<file path="config.mk">
export PLATFORM = sky130hd
export DESIGN_NAME = vts_mul
export DESIGN_NICKNAME = d
export VERILOG_FILES = /design/src/rtl/vts_pkg.sv /design/src/rtl/vts_mul.sv
export SDC_FILE = /design/constraint.sdc
export NUM_CORES = 2
export LEC_CHECK = 0
export ABC_AREA = 0
export BUFFER_PORTS_ARGS = -buffer_cell sky130_fd_sc_hd__buf_2
export CAP_MARGIN = 40
export CORE_MARGIN = 4
export CORE_UTILIZATION = 47
export CTS_CLUSTER_DIAMETER = 150
export DETAILED_ROUTE_END_ITERATION = 6
export PLACE_DENSITY = 0.67
export SETUP_SLACK_MARGIN = 0.05
export SYNTH_ARGS = -nofsm -noshare
export SYNTH_HDL_FRONTEND = slang
export SYNTH_SLANG_ARGS = --single-unit
</file>
<file path="constraint.sdc">
create_clock -name clk -period 9.2 [get_ports clk]
set_input_delay 0.92 -clock clk [delete_from_list [all_inputs] [get_ports clk]]
set_output_delay 0.92 -clock clk [all_outputs]
set_load 0.05 [all_outputs]
</file>
<file path="src/rtl/vts_pkg.sv">
`timescale 1ns / 1ps
// Shared types and constants for the vertex transform stage.
// No dependencies; every other rtl file imports this package.
package vts_pkg;

	localparam int ENTRY_W        = 20;
	localparam int COL_W          = 60;
	localparam int POS_W          = 32;
	localparam int NRM_W          = 16;
	localparam int IDX_W          = 32;
	localparam int DEF_INDEX_BITS = 32;

	// shared multiplier operand and product widths
	localparam int MUL_A_W = 42;
	localparam int MUL_B_W = 21;
	localparam int PROD_W  = MUL_A_W + MUL_B_W;

	// APB port
	localparam int CFG_ADDR_W = 6;
	localparam int CFG_DATA_W = 64;

	// identity basis columns (1.0 on the diagonal)
	localparam logic [COL_W-1:0] COL_X_RST = 60'h1 << 16;
	localparam logic [COL_W-1:0] COL_Y_RST = 60'h1 << 36;
	localparam logic [COL_W-1:0] COL_Z_RST = 60'h1 << 56;

	typedef enum logic [2:0] {
		REG_COL_X   = 3'd0,
		REG_COL_Y   = 3'd1,
		REG_COL_Z   = 3'd2,
		REG_SHIFT_X = 3'd3,
		REG_SHIFT_Y = 3'd4,
		REG_SHIFT_Z = 3'd5
	} reg_idx_t;

	typedef struct packed {
		logic [2:0][COL_W-1:0] col;
		logic [2:0][POS_W-1:0] shift;
		logic                  ident;
	} cfg_t;

	// signed Q4.16 matrix entry m[col][row]
	function automatic logic signed [ENTRY_W-1:0] entry_of(cfg_t c, logic [1:0] col,
			logic [1:0] row);
		logic [COL_W-1:0] v;
		v = c.col[col];
		case (row)
			2'd0:    entry_of = v[19:0];
			2'd1:    entry_of = v[39:20];
			2'd2:    entry_of = v[59:40];
			default: entry_of = '0;
		endcase
	endfunction

endpackage

</file>
<file path="src/rtl/vts_mul.sv">
`timescale 1ns / 1ps
// Shared signed multiplier with a registered product.
// Depends on vts_pkg.
module vts_mul
	import vts_pkg::*;
(
	input  logic                      clk,
	input  logic                      en,
	input  logic signed [MUL_A_W-1:0] a,
	input  logic signed [MUL_B_W-1:0] b,
	output logic signed [PROD_W-1:0]  prod
);

	always_ff @(posedge clk) begin
		if (en) begin
			prod <= a * b;
		end
	end

endmodule

</file>
==> impl.org <==
** Setup path
- Cells along the critical path :: buf_2 > and2_1 > fa_1 > fa_1 > inv_1 > fa_1 > inv_1 > fa_1 > fa_1 > fa_1 > inv_1 > fa_1 > inv_1 > ha_1 > nand4_1 > nor3_2 > a31oi_1 > a2111o_1 > a21oi_2 > o21ai_1 > a31oi_1 > a21oi_1 > o21ai_1 > xor2_1
- Critical path arrival :: 8.22 ns
- In this run the worst setup path begins at b[4].
- Data on the critical path is required at its endpoint by 9.32 ns.
- Kind of critical path :: in2reg
- Top fanout value on the critical path :: 35
- The worst setup path is launched from an input pin.
- Among the stages of the critical path, the cell type that occurs most often is sky130_fd_sc_hd__fa_1.
- On the critical path, the stage with the largest delay is an instance of sky130_fd_sc_hd__buf_2.
- Critical Path End :: prod[52]
- The kind of cell with the highest combined delay along the critical path is adder cells.
- Largest stage delay, worst path :: 0.57 ns
- The worst setup path is captured at a flip-flop.
- Path length in cells of the critical path :: 24
- Crit path buf inv count :: 5

** Global routing
- The total overflow left after global routing is 0.
- In the global route stage, met1 resource usage came out at 31.4%.
- The first global-routing pass estimated 137000 µm of wire.
- The number of antenna violations at the first check in global routing is 1.
- For met2 alone, demand over resource in global routing was 42.3%.
- For this run, global-route usage on met3 was measured as 4.61%.
- Pin count of the biggest net entering global routing :: 49
- Most Used Layer, Global Route :: met2
- Number of global-route vias before repair :: 25.1k
- Total routing usage reported by global routing :: 24.8%

** Logic synthesis
- The mapped netlist covers 31700 µm².
- The synthesized design devotes to its leading area cell type 54.2% of total area.
- Synthesis inferred 63 register bits.
- Sequential share of the synthesized area :: 5.97%
- After synthesis, the cell types taking the most area are sky130_fd_sc_hd__fa_1 (54%), sky130_fd_sc_hd__inv_1 (11%), sky130_fd_sc_hd__nand2_1 (6.7%), sky130_fd_sc_hd__and2_1 (6.1%), sky130_fd_sc_hd__ha_1 (6.0%).
- Synthesis Warnings :: 0
- Avg Inst Size Synth :: 9.21 µm²
- The largest total area in the synthesized netlist belongs to sky130_fd_sc_hd__fa_1.
- Number of enable-type register cells in the synthesized netlist :: 63
- Asr flop ratio synth :: 0%
- Number of instances in the synthesized netlist :: 3443
- The most used flip-flop cell after synthesis is sky130_fd_sc_hd__edfxtp_1.
- Counting distinct cell types in the post-synthesis netlist gives 55.
- Counting every net in the synthesized netlist gives 4519.

** Timing
- Measured against its own limit, the worst slew margin works out to 40.6%.
- The count of final hold-check violations was 0.
- Endpoints failing setup :: 0
- Highest attainable clock frequency :: 123 MHz
- Post-route setup TNS :: 0 ns
- Slew Limit Fails :: 0
- At the pin with the least slew margin, the transition time is 0.891 ns.
- On the final layout, the worst hold slack is 0.916 ns.
- Final critical-path share of the clock period :: 88.1%
- RSZ-0062 raised after global routing :: no
- For the finished layout, the period the worst path requires is 8.10 ns.

** Clock tree
- Root buffer selected by CTS :: sky130_fd_sc_hd__clkbuf_16
- Number of buffers inserted for hold repair after clock tree synthesis :: 0
- Resized Gates After CTS :: 0
- Counting the buffers created by CTS gives 9.
- TritonCTS clock tree :: built
- In this run the post-CTS setup repair buffer count came out at 0.
- Clock Pin Slew Worst Setup and Hold Paths :: 0.08 ns
- The H-tree generated during clock tree synthesis spans 3 levels.
- Clock Path Buffers :: 2
- The tree built by TritonCTS fans out to 63 sinks.

** Route
- The count of nets left with antenna violations once routing finished came out at 0.
- The routed design has 83400 µm of wire.
- Drc violations :: 0
- After detailed routing, the average wire length per cell comes to 19.4 µm.
- Detailed-route via count :: 22.7k
- In this run, the number of DRC markers left after iteration 0 of detailed routing was 1356.
- In the routed layout, each cell is associated on average with a via count of 5.26.
- First-pass detailed-route iteration total :: 5

** Placed design
- I/O Buffers :: 127
- At the end of routability-driven placement, the weighted congestion stood at 0.919.
- Final HPWL from detailed placement :: 67500 µm

** Cells and area
- Footprint of the multi-input gates :: 25600 µm²
- The register with the most flip-flops in the final layout is prod.
- NumNets Final :: 4512
- Of the cells placed in the final design, the portion with a size suffix greater than 1 is 5.55%.
- Area added between synthesis and finish :: 5.09%
- The register with the most flip-flops in the layout has 63 of them.
- Leading cell type in the layout, fill and taps excluded :: sky130_fd_sc_hd__inv_1
- Layout filler cell count :: 6291
- Registers take 1890 µm².
- 0 antenna diodes ended up in the layout.
- The top cell types in the final layout, fill and taps aside, are sky130_fd_sc_hd__inv_1 (933), sky130_fd_sc_hd__fa_1 (858), sky130_fd_sc_hd__nand2_1 (568), sky130_fd_sc_hd__and2_1 (310), sky130_fd_sc_hd__ha_1 (153).
- Biggest registers after layout :: prod: 63 flops

** Worst hold path
- Along the worst hold path, the cell count comes to 1.
- The worst hold path begins at en.
- Class of the worst hold path :: in2reg

** Floorplanning
- Total die area :: 71700 µm²
- Initial standard-cell utilization of the core :: 47.8%
- Number of I/O pins :: 128
- Overall die height :: 268 µm
- From left edge to right edge, the die measures 268 µm.
- The floorplan step defined a core boundary enclosing 66300 µm².
- # rows :: 94

** Run
- Max-capacitance violation count :: 0

** Status
- Status :: finished clean
==> cells in the mapped netlist, types with 4 or more instances <==
cell type,instances
sky130_fd_sc_hd__and3_1,6
sky130_fd_sc_hd__nand2_1,568
sky130_fd_sc_hd__nor2b_1,5
sky130_fd_sc_hd__o21a_1,7
sky130_fd_sc_hd__xnor2_1,49
sky130_fd_sc_hd__nand4_1,11
sky130_fd_sc_hd__edfxtp_1,63
sky130_fd_sc_hd__inv_1,933
sky130_fd_sc_hd__xor2_1,20
sky130_fd_sc_hd__nor2_1,51
sky130_fd_sc_hd__nand3_1,16
sky130_fd_sc_hd__o21ai_1,4
sky130_fd_sc_hd__a31oi_1,11
sky130_fd_sc_hd__fa_1,858
sky130_fd_sc_hd__nand2b_1,15
sky130_fd_sc_hd__ha_1,153
sky130_fd_sc_hd__o21ai_0,19
sky130_fd_sc_hd__nor3_1,4
sky130_fd_sc_hd__clkbuf_1,176
sky130_fd_sc_hd__and2_1,310
sky130_fd_sc_hd__a21o_1,37
sky130_fd_sc_hd__a21oi_1,67
sky130_fd_sc_hd__a21oi_2,4
sky130_fd_sc_hd__o21bai_1,10
==> worst min-delay path by stage <==
stage               endpoint  slack (ns)
global route         prod[9]        0.92
floorplan            prod[0]        1.03
CTS                  prod[9]        0.90
global placement     prod[1]        1.30
finish               prod[9]        0.92
detailed placement   prod[1]        1.31
==> cells by family (layout without fill, tap and decap cells) <==
family,Yosys count,after routing,synth area share [%]
buf+inv,1113,1111,13.2
fa+ha+maj,1011,1011,60.2
simple gates,1001,1001,14.9
compound gates,185,185,3.82
xor+xnor,69,69,1.91
flops,63,63,5.97
mux,1,1,0.0316
==> area by class of cell <==
| class | instances | share of cell area, % |
|---|---|---|
| multi-input combinational | 2267 | 76.9 |
| inverter | 933 | 10.5 |
| sequential | 63 | 5.68 |
| tap | 864 | 3.24 |
| timing repair buffer | 162 | 2.82 |
| clock buffer | 9 | 0.676 |
| clock inverter | 7 | 0.165 |
==> metal layers <==
metal	vias up	wire [µm]	part of all wire [%]
li1	9761	-	-
met1	11800	32400	39
met2	882	40600	49
met3	214	6430	7.7
met4	0	4030	4.8
met5	-	0	0
==> per-stage QoR <==
stage / utilization (%) / area [µm²] / setup WS (ns) / std cells
after floorplan: - / 31700 / 1.83 / 3443
after global placement: 49.7 / 33000 / 0.734 / 4287
after CTS: 50.2 / 33300 / 1.15 / 4305
after global routing: 50.2 / 33300 / 0.700 / 4305
final: 50.2 / 33300 / 1.10 / 4305
after detailed placement: 49.8 / 33000 / 0.737 / 4289
Power is not shown: default switching activity piles up to over one toggle a cycle in this logic, so the estimate is an artifact.
