File: config.mk
export PLATFORM = sky130hd
export DESIGN_NAME = vts_cfg
export DESIGN_NICKNAME = d
export VERILOG_FILES = /design/src/rtl/vts_pkg.sv /design/src/rtl/vts_cfg.sv
export SDC_FILE = /design/constraint.sdc
export NUM_CORES = 1
export LEC_CHECK = 0
export ABC_AREA = 1
export ABC_CLOCK_PERIOD_IN_PS = 1860
export BUFFER_PORTS_ARGS = -buffer_cell sky130_fd_sc_hd__clkbuf_2
export CAP_MARGIN = 20
export CORE_AREA = 2 2 150 299
export CTS_BUF_LIST = sky130_fd_sc_hd__clkbuf_2
export CTS_CLUSTER_SIZE = 30
export DETAILED_ROUTE_END_ITERATION = 10
export DIE_AREA = 0 0 152 301
export GPL_TIMING_DRIVEN = 0
export HOLD_SLACK_MARGIN = 0.06
export PLACE_DENSITY_LB_ADDON = 0.08
export SETUP_SLACK_MARGIN = 0.3
export SLEW_MARGIN = 15
export SYNTH_ARGS = -nofsm -noshare
export SYNTH_HDL_FRONTEND = slang
export SYNTH_SLANG_ARGS = --single-unit
File: constraint.sdc
create_clock -name clk -period 1.86 [get_ports clk]
set_input_delay 0.186 -clock clk [delete_from_list [all_inputs] [get_ports clk]]
set_output_delay 0.186 -clock clk [all_outputs]
set_load 0.02 [all_outputs]
File: src/rtl/vts_pkg.sv
`timescale 1ns / 1ps
// Shared types and constants for the vertex transform stage.
// No dependencies; every other rtl file imports this package.
package vts_pkg;

	localparam int ENTRY_W        = 20;
	localparam int COL_W          = 60;
	localparam int POS_W          = 32;
	localparam int NRM_W          = 16;
	localparam int IDX_W          = 32;
	localparam int DEF_INDEX_BITS = 32;

	// shared multiplier operand and product widths
	localparam int MUL_A_W = 42;
	localparam int MUL_B_W = 21;
	localparam int PROD_W  = MUL_A_W + MUL_B_W;

	// APB port
	localparam int CFG_ADDR_W = 6;
	localparam int CFG_DATA_W = 64;

	// identity basis columns (1.0 on the diagonal)
	localparam logic [COL_W-1:0] COL_X_RST = 60'h1 << 16;
	localparam logic [COL_W-1:0] COL_Y_RST = 60'h1 << 36;
	localparam logic [COL_W-1:0] COL_Z_RST = 60'h1 << 56;

	typedef enum logic [2:0] {
		REG_COL_X   = 3'd0,
		REG_COL_Y   = 3'd1,
		REG_COL_Z   = 3'd2,
		REG_SHIFT_X = 3'd3,
		REG_SHIFT_Y = 3'd4,
		REG_SHIFT_Z = 3'd5
	} reg_idx_t;

	typedef struct packed {
		logic [2:0][COL_W-1:0] col;
		logic [2:0][POS_W-1:0] shift;
		logic                  ident;
	} cfg_t;

	// signed Q4.16 matrix entry m[col][row]
	function automatic logic signed [ENTRY_W-1:0] entry_of(cfg_t c, logic [1:0] col,
			logic [1:0] row);
		logic [COL_W-1:0] v;
		v = c.col[col];
		case (row)
			2'd0:    entry_of = v[19:0];
			2'd1:    entry_of = v[39:20];
			2'd2:    entry_of = v[59:40];
			default: entry_of = '0;
		endcase
	endfunction

endpackage

File: src/rtl/vts_cfg.sv
`timescale 1ns / 1ps
// APB register file: basis columns and translation, plus identity detect.
// Depends on vts_pkg.
module vts_cfg
	import vts_pkg::*;
(
	input  logic                  clk,
	input  logic                  arst_n,
	input  logic                  psel,
	input  logic                  penable,
	input  logic                  pwrite,
	input  logic [CFG_ADDR_W-1:0] paddr,
	input  logic [CFG_DATA_W-1:0] pwdata,
	output logic [CFG_DATA_W-1:0] prdata,
	output logic                  pready,
	output cfg_t                  cfg
);

	logic [2:0][COL_W-1:0] col_q;
	logic [2:0][POS_W-1:0] shift_q;
	logic                  wr_en;
	logic [2:0]            widx;

	assign pready = 1'b1;
	assign wr_en  = psel & penable & pwrite;
	assign widx   = paddr[5:3];

	// register writes, decoded on the 8-byte slot
	always_ff @(posedge clk or negedge arst_n) begin
		if (!arst_n) begin
			col_q[0] <= COL_X_RST;
			col_q[1] <= COL_Y_RST;
			col_q[2] <= COL_Z_RST;
			shift_q  <= '0;
		end else if (wr_en) begin
			case (widx)
				REG_COL_X:   col_q[0]   <= pwdata[COL_W-1:0];
				REG_COL_Y:   col_q[1]   <= pwdata[COL_W-1:0];
				REG_COL_Z:   col_q[2]   <= pwdata[COL_W-1:0];
				REG_SHIFT_X: shift_q[0] <= pwdata[POS_W-1:0];
				REG_SHIFT_Y: shift_q[1] <= pwdata[POS_W-1:0];
				REG_SHIFT_Z: shift_q[2] <= pwdata[POS_W-1:0];
				default: ;
			endcase
		end
	end

	// readback
	always_comb begin
		case (widx)
			REG_COL_X:   prdata = {4'b0, col_q[0]};
			REG_COL_Y:   prdata = {4'b0, col_q[1]};
			REG_COL_Z:   prdata = {4'b0, col_q[2]};
			REG_SHIFT_X: prdata = {32'b0, shift_q[0]};
			REG_SHIFT_Y: prdata = {32'b0, shift_q[1]};
			REG_SHIFT_Z: prdata = {32'b0, shift_q[2]};
			default:     prdata = '0;
		endcase
	end

	assign cfg.col   = col_q;
	assign cfg.shift = shift_q;
	assign cfg.ident = (col_q[0] == COL_X_RST) && (col_q[1] == COL_Y_RST) &&
		(col_q[2] == COL_Z_RST) && (shift_q == '0);

endmodule

==> results of run 1 <==
## layer usage
| layer | wire length [um] | global-route usage (%) | share of wire (%) | vias to the layer above |
|---|---|---|---|---|
| li1 | - | - | - | 6853 |
| met2 | 36700 | 54.0 | 51 | 696 |
| met5 | 0 | 0 | 0 | - |
| met1 | 25400 | 32.3 | 35 | 7372 |
| met3 | 4970 | 6.82 | 6.9 | 202 |
| met4 | 4780 | 18.6 | 6.6 | 0 |
## area by class of cell
cell class                 instances  area, um^2  share of cell area [%]
sequential                       276        6970                    33.2
inverter                         242         925                    4.41
clock buffer                     102         510                    2.43
clock inverter                    23         145                   0.691
multi-input combinational       1041        5180                    24.7
tap                              550         688                    3.28
buffer                            88         430                    2.05
antenna                            2        5.00                  0.0238
timing repair buffer             693        6140                    29.2
## synthesized netlist by cell type, types with 2 or more instances
| cell type | number | area [um^2] |
|---|---|---|
| nand2_1 | 427 | 1600 |
| dfrtp_1 | 273 | 6830 |
| o21ai_0 | 262 | 1310 |
| inv_1 | 241 | 905 |
| nor2_1 | 157 | 589 |
| clkbuf_1 | 46 | 173 |
| o21ai_1 | 37 | 185 |
| buf_2 | 33 | 165 |
| o22ai_1 | 32 | 200 |
| a22oi_1 | 31 | 233 |
| o221ai_1 | 22 | 193 |
| nand3_1 | 19 | 95.1 |
| nand4_1 | 19 | 119 |
| a21oi_1 | 9 | 45.0 |
| buf_4 | 8 | 60.1 |
| o211ai_1 | 7 | 52.6 |
| and2_1 | 5 | 31.3 |
| dfstp_2 | 3 | 78.8 |
| nor3_1 | 3 | 15.0 |
| conb_1 | 2 | 7.51 |
| nor2_2 | 2 | 12.5 |
## cell families after synthesis
| group | Yosys count | synth area share, % |
|---|---|---|
| compound gates | 400 | 17.1 |
| other cells | 2 | 0.0580 |
| flops | 276 | 53.4 |
| simple gates | 636 | 19.3 |
| buf+inv | 330 | 10.1 |
## repair_timing
item | CTS | global route
hold buffers | 128 | 0
pin swaps | 34 | 41
resized for setup | 278 | 555
hold endpoints to repair | 552 | 0
buffers inserted | 60 | 98
endpoints found under the setup margin | 337 | 426
## through the flow
stage          instances  setup slack (ns)
4_1_cts             2917             -1.04
5_1_grt             3017             -1.10
6_report            3017             -1.07
2_1_floorplan       1647             0.227
3_3_place_gp        2600             -5.78
3_5_place_dp        2604             -1.17
## how the worst min path moves through the flow
stage	slack, ns	startpoint	cells after the start	to
final	0.12	pwdata[0]	4	cfg[97]
after global routing	0.12	pwdata[6]	4	cfg[103]
after CTS	0.06	pwdata[0]	4	cfg[97]
after detailed placement	0.19	arst_n	1	cfg[129]
after global placement	0.41	pwdata[40]	3	cfg[137]
after floorplan	-0.11	arst_n	0	cfg[100]
## power groups by stage
stage	Sequential [mW]	Combinational, mW	Clock [mW]
after floorplan	9.84	2.19	0
after global placement	8.69	6.39	0
after detailed placement	8.72	6.45	0
after CTS	8.58	7.69	4.70
after global routing	8.83	9.91	5.02
final	8.71	9.28	4.61
## critical path: stages (launching register included)
cell and delay [ns]:
dfrtp_1 0.43, nor2_1 0.12, nand4_1 0.31, nor2_2 0.24, nand2_2 0.09, nor2_4 0.16, nand3_2 0.14, nor2_2 0.11
clkbuf_8 0.17
==> flow_summary.json, run 1 <==
{
  "grtUsageTotal_pct": 30.3,
  "root_buffer": "clkbuf_2",
  "yosysWarnings": 0,
  "synth_seq_area_share_pct": 53.4,
  "cp.arrival_ns": 2.75,
  "powerDensity_mw_per_mm2": 1080,
  "rsz0062_at_grt": "true",
  "fin_util_pct": 48.4,
  "tightest_slew_ns": 1.28,
  "r2r-start": "cfg[251]",
  "initial_core_util_pct": 29.9,
  "hpwlAfterDp_um": 50300,
  "cp_max_fo": 2,
  "fillers": 4391,
  "grt_pass1_vias": 15200,
  "setup_violations": 92,
  "area_growth_pct": 62.1,
  "synth-main-ff-cell": "dfrtp_1",
  "hold_viol": 0,
  "wirelength_um": 71900,
  "p_sw_mw": 9.46,
  "die-height_um": 301,
  "tns_ns": -20.33,
  "slew_viol_final": 0,
  "core_region_area_mm2": 0.0434,
  "die_area_mm2": 0.0458,
  "firstDrtPassIters": 5,
  "r2r_end": "cfg[251]",
  "h-tree-depth": 3,
  "cts.clk_slew.worst_paths_ns": 0.11,
  "grt_overflow": 0,
  "cts_tree": "yes",
  "setup_ws_ns": -1.07,
  "cp-endpoint": "cfg[0]",
  "largest_reg_flops": 276,
  "nNetsFinal": 2489,
  "cp-start-kind": "flip-flop",
  "worstSetupPathType": "flip-flop to primary output",
  "dieWidth_um": 152,
  "grt_antenna_before_repair": 2,
  "cts_buffers": 72,
  "netlist_instances": 1644,
  "swShare_pct": 41.9,
  "viasPerCell": 5.01,
  "mostFrequentLayoutCell": "nand2_1",
  "power_mw": 22.6,
  "io_buffers": 403,
  "status": "finished, violations left",
  "hold-worst-slack_ns": 0.120,
  "intPower_mw": 13.1,
  "synth_async_sr_flop_share_pct": 100,
  "clkPwrFrac_pct": 20.4,
  "final_cell_mix": "415 x nand2_1, 315 x clkbuf_2, 232 x o21ai_0, 229 x dfrtp_1, 196 x inv_1",
  "io_pins": 417,
  "violations": "setup timing",
  "num_rows": 108,
  "post-route-period-util_pct": 158,
  "grt_max_degree": 93,
  "ys_ff_latch": 276,
  "vias": 15100,
  "yosysUniqueCellTypes": 27,
  "pwr-share-seq_pct": 38.5,
  "fmax_mhz": 341,
  "post-route-drc-count": 0,
  "place_area_mm2": 0.0158,
  "slew-limit-headroom_pct": 14.8,
  "finalCriticalPeriod_ns": 2.93,
  "drtIter0Drc": 774,
  "drv_cap": 0,
  "post_drt_wl_per_cell_um": 23.8,
  "pwr-share-comb_pct": 41.1,
  "routabilityCongestion": 0.853,
  "cp.required_ns": 1.67,
  "syn_avg_cell_area_um2": 7.88,
  "clock_latency_ns": 0.96,
  "cts_sinks": 276,
  "ir_drop_v": 0.000571,
  "hold_path_class": "input port to flip-flop",
  "rrSetupSlack_ns": 0.81,
  "r2r_cells": 5,
  "final_area_mm2": 0.0210,
  "cp-end-kind": "primary output",
  "synth_edf_count": 0,
  "cts_buffer_depth": 3,
  "finClkSkew_ns": 0,
  "drive_gt1_share_pct": 36.8,
  "syn_area_mm2": 0.0129,
  "leakagePower_nw": 10.5,
  "ant_nets": 0,
  "crit_start": "cfg[121]",
  "grt_pass1_wl_um": 101000
}
No activity file was read; power rests on OpenSTA's default activity.
==> run 2, diff against run 1 <==
--- a/config.mk
+++ b/config.mk
@@ -16,7 +16,7 @@
 export DIE_AREA = 0 0 152 301
 export GPL_TIMING_DRIVEN = 0
 export HOLD_SLACK_MARGIN = 0.06
-export PLACE_DENSITY_LB_ADDON = 0.08
+export PLACE_DENSITY = 0.53
 export SETUP_SLACK_MARGIN = 0.3
 export SLEW_MARGIN = 15
 export SYNTH_ARGS = -nofsm -noshare
==> run 2 against run 1 <==
  * The run still ends with setup timing left
  * Flip-flop and latch count did not move
  * Critical path depth rose by 2
  * Die area is the same
  * Clock skew did not move
  * Sequential power is 0.5% lower
  * Critical path type unchanged
==> flow_summary.json, run 2 (synthesis results as in run 1) <==
{
  "cts_tree": "yes",
  "cp-start-kind": "flip-flop",
  "cp-end-kind": "primary output",
  "tightest_slew_ns": 1.17,
  "die-height_um": 301,
  "initial_core_util_pct": 29.9,
  "largest_reg_flops": 276,
  "met3_length_um": 5300,
  "cts_sinks": 276,
  "r2r_end": "cfg[4]",
  "grt_antenna_before_repair": 2,
  "ir_drop_v": 0.000676,
  "fillers": 4280,
  "root_buffer": "clkbuf_2",
  "path_buf_inv": 2,
  "post-route-period-util_pct": 154,
  "grtUsageTotal_pct": 29.7,
  "dieWidth_um": 152,
  "cts_buffer_depth": 3,
  "hold_path_class": "input port to flip-flop",
  "mostFrequentLayoutCell": "nand2_1",
  "max_stage_delay_ns": 0.41,
  "hold_viol": 0,
  "drv_cap": 0,
  "grt_overflow": 0,
  "leakagePower_nw": 10.2,
  "vias": 15200,
  "setup_violations": 91,
  "violations": "setup timing",
  "cp.arrival_ns": 2.68,
  "grt_pass1_vias": 15400,
  "placed_cells": 2604,
  "path_delay_family": "simple AND/OR/NAND/NOR gates",
  "r2r_cells": 4,
  "num_rows": 108,
  "tns_ns": -19.20,
  "setup_ws_ns": -1.01,
  "hold_path_startpoint": "pwdata[0]",
  "layout.cells.non_filler": 2983,
  "post_drt_wl_per_cell_um": 23.5,
  "final_cell_mix": "421 x nand2_1, 342 x clkbuf_2, 232 x o21ai_0, 232 x dfrtp_1, 194 x inv_1",
  "cp_max_fo": 3,
  "cp.required_ns": 1.67,
  "cts.clk_slew.worst_paths_ns": 0.11,
  "io_pins": 417,
  "hpwlAfterDp_um": 49200,
  "finClkSkew_ns": 0,
  "routabilityCongestion": 0.890,
  "slew-limit-headroom_pct": 22.0,
  "rsz0062_at_grt": "true",
  "min_to": "cfg[97]",
  "finalCriticalPeriod_ns": 2.87,
  "core_region_area_mm2": 0.0434,
  "m1WireLength_um": 24600,
  "die_area_mm2": 0.0458,
  "ant_nets": 0,
  "worstSetupPathType": "flip-flop to primary output",
  "drive_gt1_share_pct": 35.8,
  "powerDensity_mw_per_mm2": 1080,
  "slew_viol_final": 0,
  "status": "finished, violations left",
  "dr_wl_met2_um": 35000,
  "top_layer_used": "met4",
  "drtIter0Drc": 955,
  "holdPathStages": 4,
  "viasPerCell": 5.08,
  "wirelength_um": 70100,
  "nNetsFinal": 2458,
  "final_area_mm2": 0.0206,
  "r2r-start": "cfg[4]",
  "area_growth_pct": 59.3,
  "io_buffers": 403,
  "h-tree-depth": 3,
  "cp_slowest_cell": "dfrtp_1",
  "clock_latency_ns": 0.94,
  "cts_buffers": 69,
  "rrSetupSlack_ns": 0.88,
  "fmax_mhz": 349,
  "post-route-drc-count": 0,
  "place_area_mm2": 0.0158,
  "firstDrtPassIters": 5,
  "grt_pass1_wl_um": 99900,
  "path_cells": "inv_1 > nand2_4 > nor2_1 > nand2_1 > nor2_1 > nand2_1 > nor2_4 > nand3_4 > nor2_4 > buf_8",
  "grt_max_degree": 97
}
==> run 2: cell count changes in the layout (fill, tap and decap cells not counted), moves of 6 or more <==
cell	previous run	this run
buf_2	54	39
buf_4	97	86
buf_6	195	120
buf_8	20	38
clkbuf_2	315	342
clkbuf_4	3	22
clkbuf_8	35	42
clkinv_1	16	7
nand2_1	415	421
==> run 2: what timing repair did <==
action,CTS,global route
hold buffers,130,1
endpoints found under the setup margin,337,436
setup buffers,46,82
gates resized for setup,349,349
endpoints found under the hold margin,551,178
pin swaps,40,42
==> run 2: how the worst max path moves through the flow <==
stage | startpoint | endpoint | cells after the start
after floorplan | paddr[5] | prdata[11] | 5
after detailed placement | paddr[3] | prdata[1] | 7
after global routing | cfg[146] | cfg[0] | 10
after CTS | cfg[181] | cfg[0] | 8
after global placement | arst_n | cfg[79] | 1
final | cfg[165] | cfg[0] | 10
==> run 2: where the power goes <==
part / leakage [nW] / switching (mW) / internal (mW) / total, mW
Clock: 0.504 / 2.78 / 1.88 / 4.65
Combinational: 6.42 / 5.14 / 3.83 / 8.98
Sequential: 3.32 / 1.39 / 7.29 / 8.67
Total: 10.2 / 9.31 / 13.0 / 22.3
==> run 2: layout make-up <==
| cell class | instances | area (um^2) | share of cell area, % |
|---|---|---|---|
| Buffer | 88 | 450 | 2.18 |
| Antenna cell | 2 | 5.00 | 0.0243 |
| Inverter | 242 | 917 | 4.45 |
| Sequential cell | 276 | 6960 | 33.7 |
| Clock inverter | 17 | 156 | 0.758 |
| Multi-Input combinational cell | 1041 | 5160 | 25.0 |
| Timing Repair Buffer | 665 | 5780 | 28.0 |
| Tap cell | 550 | 688 | 3.34 |
| Clock buffer | 102 | 510 | 2.47 |
==> run 2: routing by layer <==
metal  global-route usage [%]  vias up
li1                         -     6789
met1                     31.9     7340
met2                     52.2      775
met3                     6.75      246
met4                     19.2        0
met5                        0        -
==> run 2: per-stage QoR <==
step	util [%]	hold slack, ns	worst slack [ns]	power [mW]
after floorplan	-	-0.110	0.227	12.0
after global placement	36.2	0.409	-5.51	15.0
after detailed placement	36.4	0.0346	-1.03	15.2
after CTS	44.4	0.0720	-1.10	21.2
after global routing	47.6	0.101	-1.14	23.5
final	47.6	0.131	-1.01	22.3
==> run 2: worst reg2reg max path, stage by stage (launching register included) <==
cell	delay (ns)
dfrtp_1	0.44
buf_6	0.13
buf_6	0.11
nand2_1	0.06
o21ai_0	0.10
==> run 3, diff against run 2 <==
--- a/config.mk
+++ b/config.mk
@@ -9,14 +9,14 @@
 export ABC_CLOCK_PERIOD_IN_PS = 1860
 export BUFFER_PORTS_ARGS = -buffer_cell sky130_fd_sc_hd__clkbuf_2
 export CAP_MARGIN = 20
-export CORE_AREA = 2 2 150 299
+export CORE_AREA = 2 2 117 233
 export CTS_BUF_LIST = sky130_fd_sc_hd__clkbuf_2
 export CTS_CLUSTER_SIZE = 30
 export DETAILED_ROUTE_END_ITERATION = 10
-export DIE_AREA = 0 0 152 301
+export DIE_AREA = 0 0 119 235
 export GPL_TIMING_DRIVEN = 0
 export HOLD_SLACK_MARGIN = 0.06
-export PLACE_DENSITY = 0.53
+export PLACE_DENSITY = 0.79
 export SETUP_SLACK_MARGIN = 0.3
 export SLEW_MARGIN = 15
 export SYNTH_ARGS = -nofsm -noshare
==> constraint.sdc (replaced) <==
create_clock -name clk -period 1.86 [get_ports clk]
set_input_delay 0.186 -clock clk [delete_from_list [all_inputs] [get_ports clk]]
set_output_delay 0.186 -clock clk [all_outputs]
set_load 0.05 [all_outputs]
==> run 3 against run 2 <==
  * The run now fails in global routing
  * Synthesized cell count is the same
  * Synthesized area stayed put
==> flow_summary.json, run 3 <==
{
  "status": "aborted with a tool error",
  "lastStage": "global routing",
  "error": "[ERROR GRT-0116] Global routing finished with congestion. Check the congestion regions in the DRC Viewer.",
  "num_rows": 84,
  "grt_overflow": 11,
  "synth_top_area_share_pct": 52.8,
  "initial_core_util_pct": 49.5,
  "grtUsageTotal_pct": 59.3,
  "io_pins": 417,
  "syn_avg_cell_area_um2": 7.88,
  "yosysWarnings": 0,
  "synth_async_sr_flop_share_pct": 100,
  "grt_pass1_wl_um": 122000,
  "hpwlAfterDp_um": 42500,
  "synth_edf_count": 0,
  "cts_buffers": 59,
  "h-tree-depth": 2,
  "netlist_instances": 1644,
  "yosysUniqueCellTypes": 27,
  "grt_max_degree": 98,
  "synthTopCellsByArea": "dfrtp_1 53%, nand2_1 12%, o21ai_0 10%",
  "io_buffers": 403,
  "grt_pass1_vias": 19400,
  "cts_sinks": 276,
  "synth_seq_area_share_pct": 53.4,
  "die-height_um": 235,
  "root_buffer": "clkbuf_2",
  "synth-main-ff-cell": "dfrtp_1",
  "syn_area_mm2": 0.0129,
  "dieWidth_um": 119,
  "routabilityCongestion": 0.935,
  "ys_top_cells_by_count": "427 x nand2_1, 273 x dfrtp_1, 262 x o21ai_0",
  "synth_area_leader_cell": "dfrtp_1",
  "cts_buffer_depth": 3,
  "synth_most_common_cell": "nand2_1",
  "ys_ff_latch": 276,
  "placed_cells": 2396
}
-- run 3: timing repair --
| action | in CTS |
|---|---|
| hold endpoints to repair | 453 |
| resized for setup | 816 |
| hold buffers | 130 |
| setup buffers | 71 |
| setup endpoints to repair | 337 |
| pin swaps | 61 |
-- run 3: cells by family after synthesis --
logic type / count (synthesis) / synth area share, %
AOI/OAI and AO/OA: 400 / 17.1
DFF: 276 / 53.4
and+or+nand+nor: 636 / 19.3
buffers and inverters: 330 / 10.1
other: 2 / 0.0580
-- run 3: metal layers --
layer,GRT overflow,GRT usage [%]
met1,0,59.4
met2,6,86.1
met5,0,5.18
met3,0,29.2
met4,5,59.3
-- run 3: stage by stage --
step	cell area, um^2	setup TNS [ns]	setup WS [ns]	hold slack (ns)	util, %
4_1_cts	21800	-26.09	-0.913	-0.190	83.2
3_5_place_dp	15800	-62.86	-0.713	0.285	60.3
3_3_place_gp	15700	-1445.70	-5.66	0.414	60.0
2_1_floorplan	13300	0	0.0593	-0.110	-
==> run 4, diff against run 3 <==
--- a/config.mk
+++ b/config.mk
@@ -9,15 +9,11 @@
 export ABC_CLOCK_PERIOD_IN_PS = 1860
 export BUFFER_PORTS_ARGS = -buffer_cell sky130_fd_sc_hd__clkbuf_2
 export CAP_MARGIN = 20
-export CORE_AREA = 2 2 117 233
-export CTS_BUF_LIST = sky130_fd_sc_hd__clkbuf_2
-export CTS_CLUSTER_SIZE = 30
+export CORE_AREA = 2 2 196 198
 export DETAILED_ROUTE_END_ITERATION = 10
-export DIE_AREA = 0 0 119 235
+export DIE_AREA = 0 0 198 200
 export GPL_TIMING_DRIVEN = 0
-export HOLD_SLACK_MARGIN = 0.06
-export PLACE_DENSITY = 0.79
-export SETUP_SLACK_MARGIN = 0.3
+export PLACE_DENSITY_LB_ADDON = 0.15
 export SLEW_MARGIN = 15
 export SYNTH_ARGS = -nofsm -noshare
 export SYNTH_HDL_FRONTEND = slang
==> run 4 against run 3 <==
  * The flow now finishes, with violations (setup timing)
==> flow_summary.json, run 4 (synthesis results as in run 1) <==
{
  "status": "finished, violations left",
  "violations": "setup timing",
  "intPower_mw": 13.4,
  "grt_antenna_before_repair": 1,
  "cts_sinks": 276,
  "hold_viol": 0,
  "worstSetupPathType": "flip-flop to primary output",
  "root_buffer": "clkbuf_16",
  "post_drt_wl_per_cell_um": 23.0,
  "p_sw_mw": 11.9,
  "io_pins": 417,
  "drtIter0Drc": 1088,
  "grt_overflow": 0,
  "num_rows": 71,
  "cts_buffer_depth": 3,
  "clock_latency_ns": 0.56,
  "post-route-drc-count": 0,
  "firstDrtPassIters": 5,
  "swShare_pct": 47.2,
  "dieWidth_um": 198,
  "cts.clk_slew.worst_paths_ns": 0.06,
  "pwr-share-seq_pct": 33.8,
  "grt_max_degree": 77,
  "core_region_area_mm2": 0.0374,
  "hold_path_class": "input port to asynchronous set/reset pin",
  "powerDensity_mw_per_mm2": 1360,
  "placed_cells": 2565,
  "fmax_mhz": 419,
  "pwr-share-comb_pct": 41.8,
  "cp_slowest_cell": "dfrtp_1",
  "leakagePower_nw": 9.39,
  "cp-start-kind": "flip-flop",
  "viasPerCell": 5.16,
  "initial_core_util_pct": 34.6,
  "antenna_cells": 0,
  "h-tree-depth": 1,
  "cts_tree": "yes",
  "routabilityCongestion": 0.866,
  "cp.arrival_ns": 2.20,
  "slew-limit-headroom_pct": 45.4,
  "mostFrequentLayoutCell": "nand2_1",
  "grtUsageTotal_pct": 31.2,
  "cp.required_ns": 1.67,
  "ir_drop_v": 0.000729,
  "place_area_mm2": 0.0157,
  "layout.cells.non_filler": 2722,
  "finalCriticalPeriod_ns": 2.38,
  "io_buffers": 403,
  "cp_max_fo": 3,
  "ant_nets": 0,
  "rsz0062_at_grt": "true",
  "path_cells": "inv_1 > nand2_1 > nor2_1 > nand2_1 > nor2_2 > nand2_2 > nor2_4 > nand3_2 > nor2_4 > buf_8",
  "vias": 14100,
  "slew_viol_final": 0,
  "grt_pass1_vias": 13600,
  "tightest_slew_ns": 0.819,
  "finClkSkew_ns": 0,
  "place_ws_ns": -1.19,
  "cts_buffers": 31,
  "drive_gt1_share_pct": 29.3,
  "setup_ws_ns": -0.525,
  "fin_util_pct": 49.9,
  "power_mw": 25.3,
  "nNetsFinal": 2266,
  "largest_reg_flops": 276,
  "rrSetupSlack_ns": 0.91,
  "max_stage_delay_ns": 0.39,
  "grt_pass1_wl_um": 90100,
  "fillers": 3775,
  "die-height_um": 200,
  "hpwlAfterDp_um": 44700,
  "area_growth_pct": 44.1,
  "final_area_mm2": 0.0187,
  "cp-end-kind": "primary output",
  "die_area_mm2": 0.0396,
  "clkPwrFrac_pct": 24.4,
  "setup_violations": 4,
  "post-route-period-util_pct": 128,
  "wirelength_um": 62600,
  "drv_cap": 0,
  "final_cell_mix": "423 x nand2_1, 343 x clkbuf_2, 270 x dfrtp_1, 230 x o21ai_0, 227 x inv_1"
}
-- run 4: path summary, 6_finish.rpt --
kind	to	start	cells past startpoint
max in group asynchronous	cfg[265]	arst_n	4
setup reg to reg	cfg[22]	cfg[22]	4
hold reg to reg	cfg[193]	cfg[193]	2
hold / removal	cfg[114]	arst_n	2
setup / recovery	cfg[0]	cfg[105]	10
min in group clk	cfg[33]	paddr[5]	5
-- run 4: power groups by stage --
stage                     clock [mW]  sequential, mW  combinational (mW)
final                           6.16            8.56                10.6
after global routing            6.48            8.70                11.2
after CTS                       6.19            8.52                10.3
after detailed placement           0            8.64                9.74
after global placement             0            8.61                9.67
after floorplan                    0            12.7                2.66
-- run 4: timing repair --
action / in CTS / in global routing
hold buffers: 61 / 0
gates resized for setup: 190 / 126
endpoints found under the hold margin: 334 / 0
pin swaps: 13 / 24
setup buffers: 24 / 20
setup endpoints to repair: 61 / 82
-- run 4: routing by layer --
| layer | wire [um] | GRT usage [%] | vias to the layer above |
|---|---|---|---|
| met5 | 0 | 0 | - |
| met4 | 2030 | 8.88 | 0 |
| met3 | 5610 | 6.96 | 116 |
| met2 | 28800 | 51.1 | 662 |
| met1 | 26200 | 41.7 | 6924 |
| li1 | - | - | 6352 |
-- run 4: layout make-up --
cell class	count	area (um^2)	area share, %
multi-input combinational	1041	5100	27.3
clock buffer	47	946	5.07
tap	511	639	3.43
buffer	88	588	3.15
sequential	276	6910	37.0
clock inverter	6	55.1	0.295
inverter	242	931	4.99
timing repair buffer	511	3490	18.7
-- run 4: metrics by stage --
step / hold slack, ns / TNS (ns)
after floorplan: -0.110 / -2.38
after global placement: 0.412 / -1632.69
after detailed placement: 0.230 / -116.84
after CTS: 0.207 / -0.661
after global routing: 0.232 / -1.51
final: 0.193 / -0.703
-- run 4: critical path, delay by kind of cell, from the launching register on --
kind / cells / cell delay, ns
simple gates: 8 / 0.94
flops: 1 / 0.39
buf+inv: 2 / 0.29
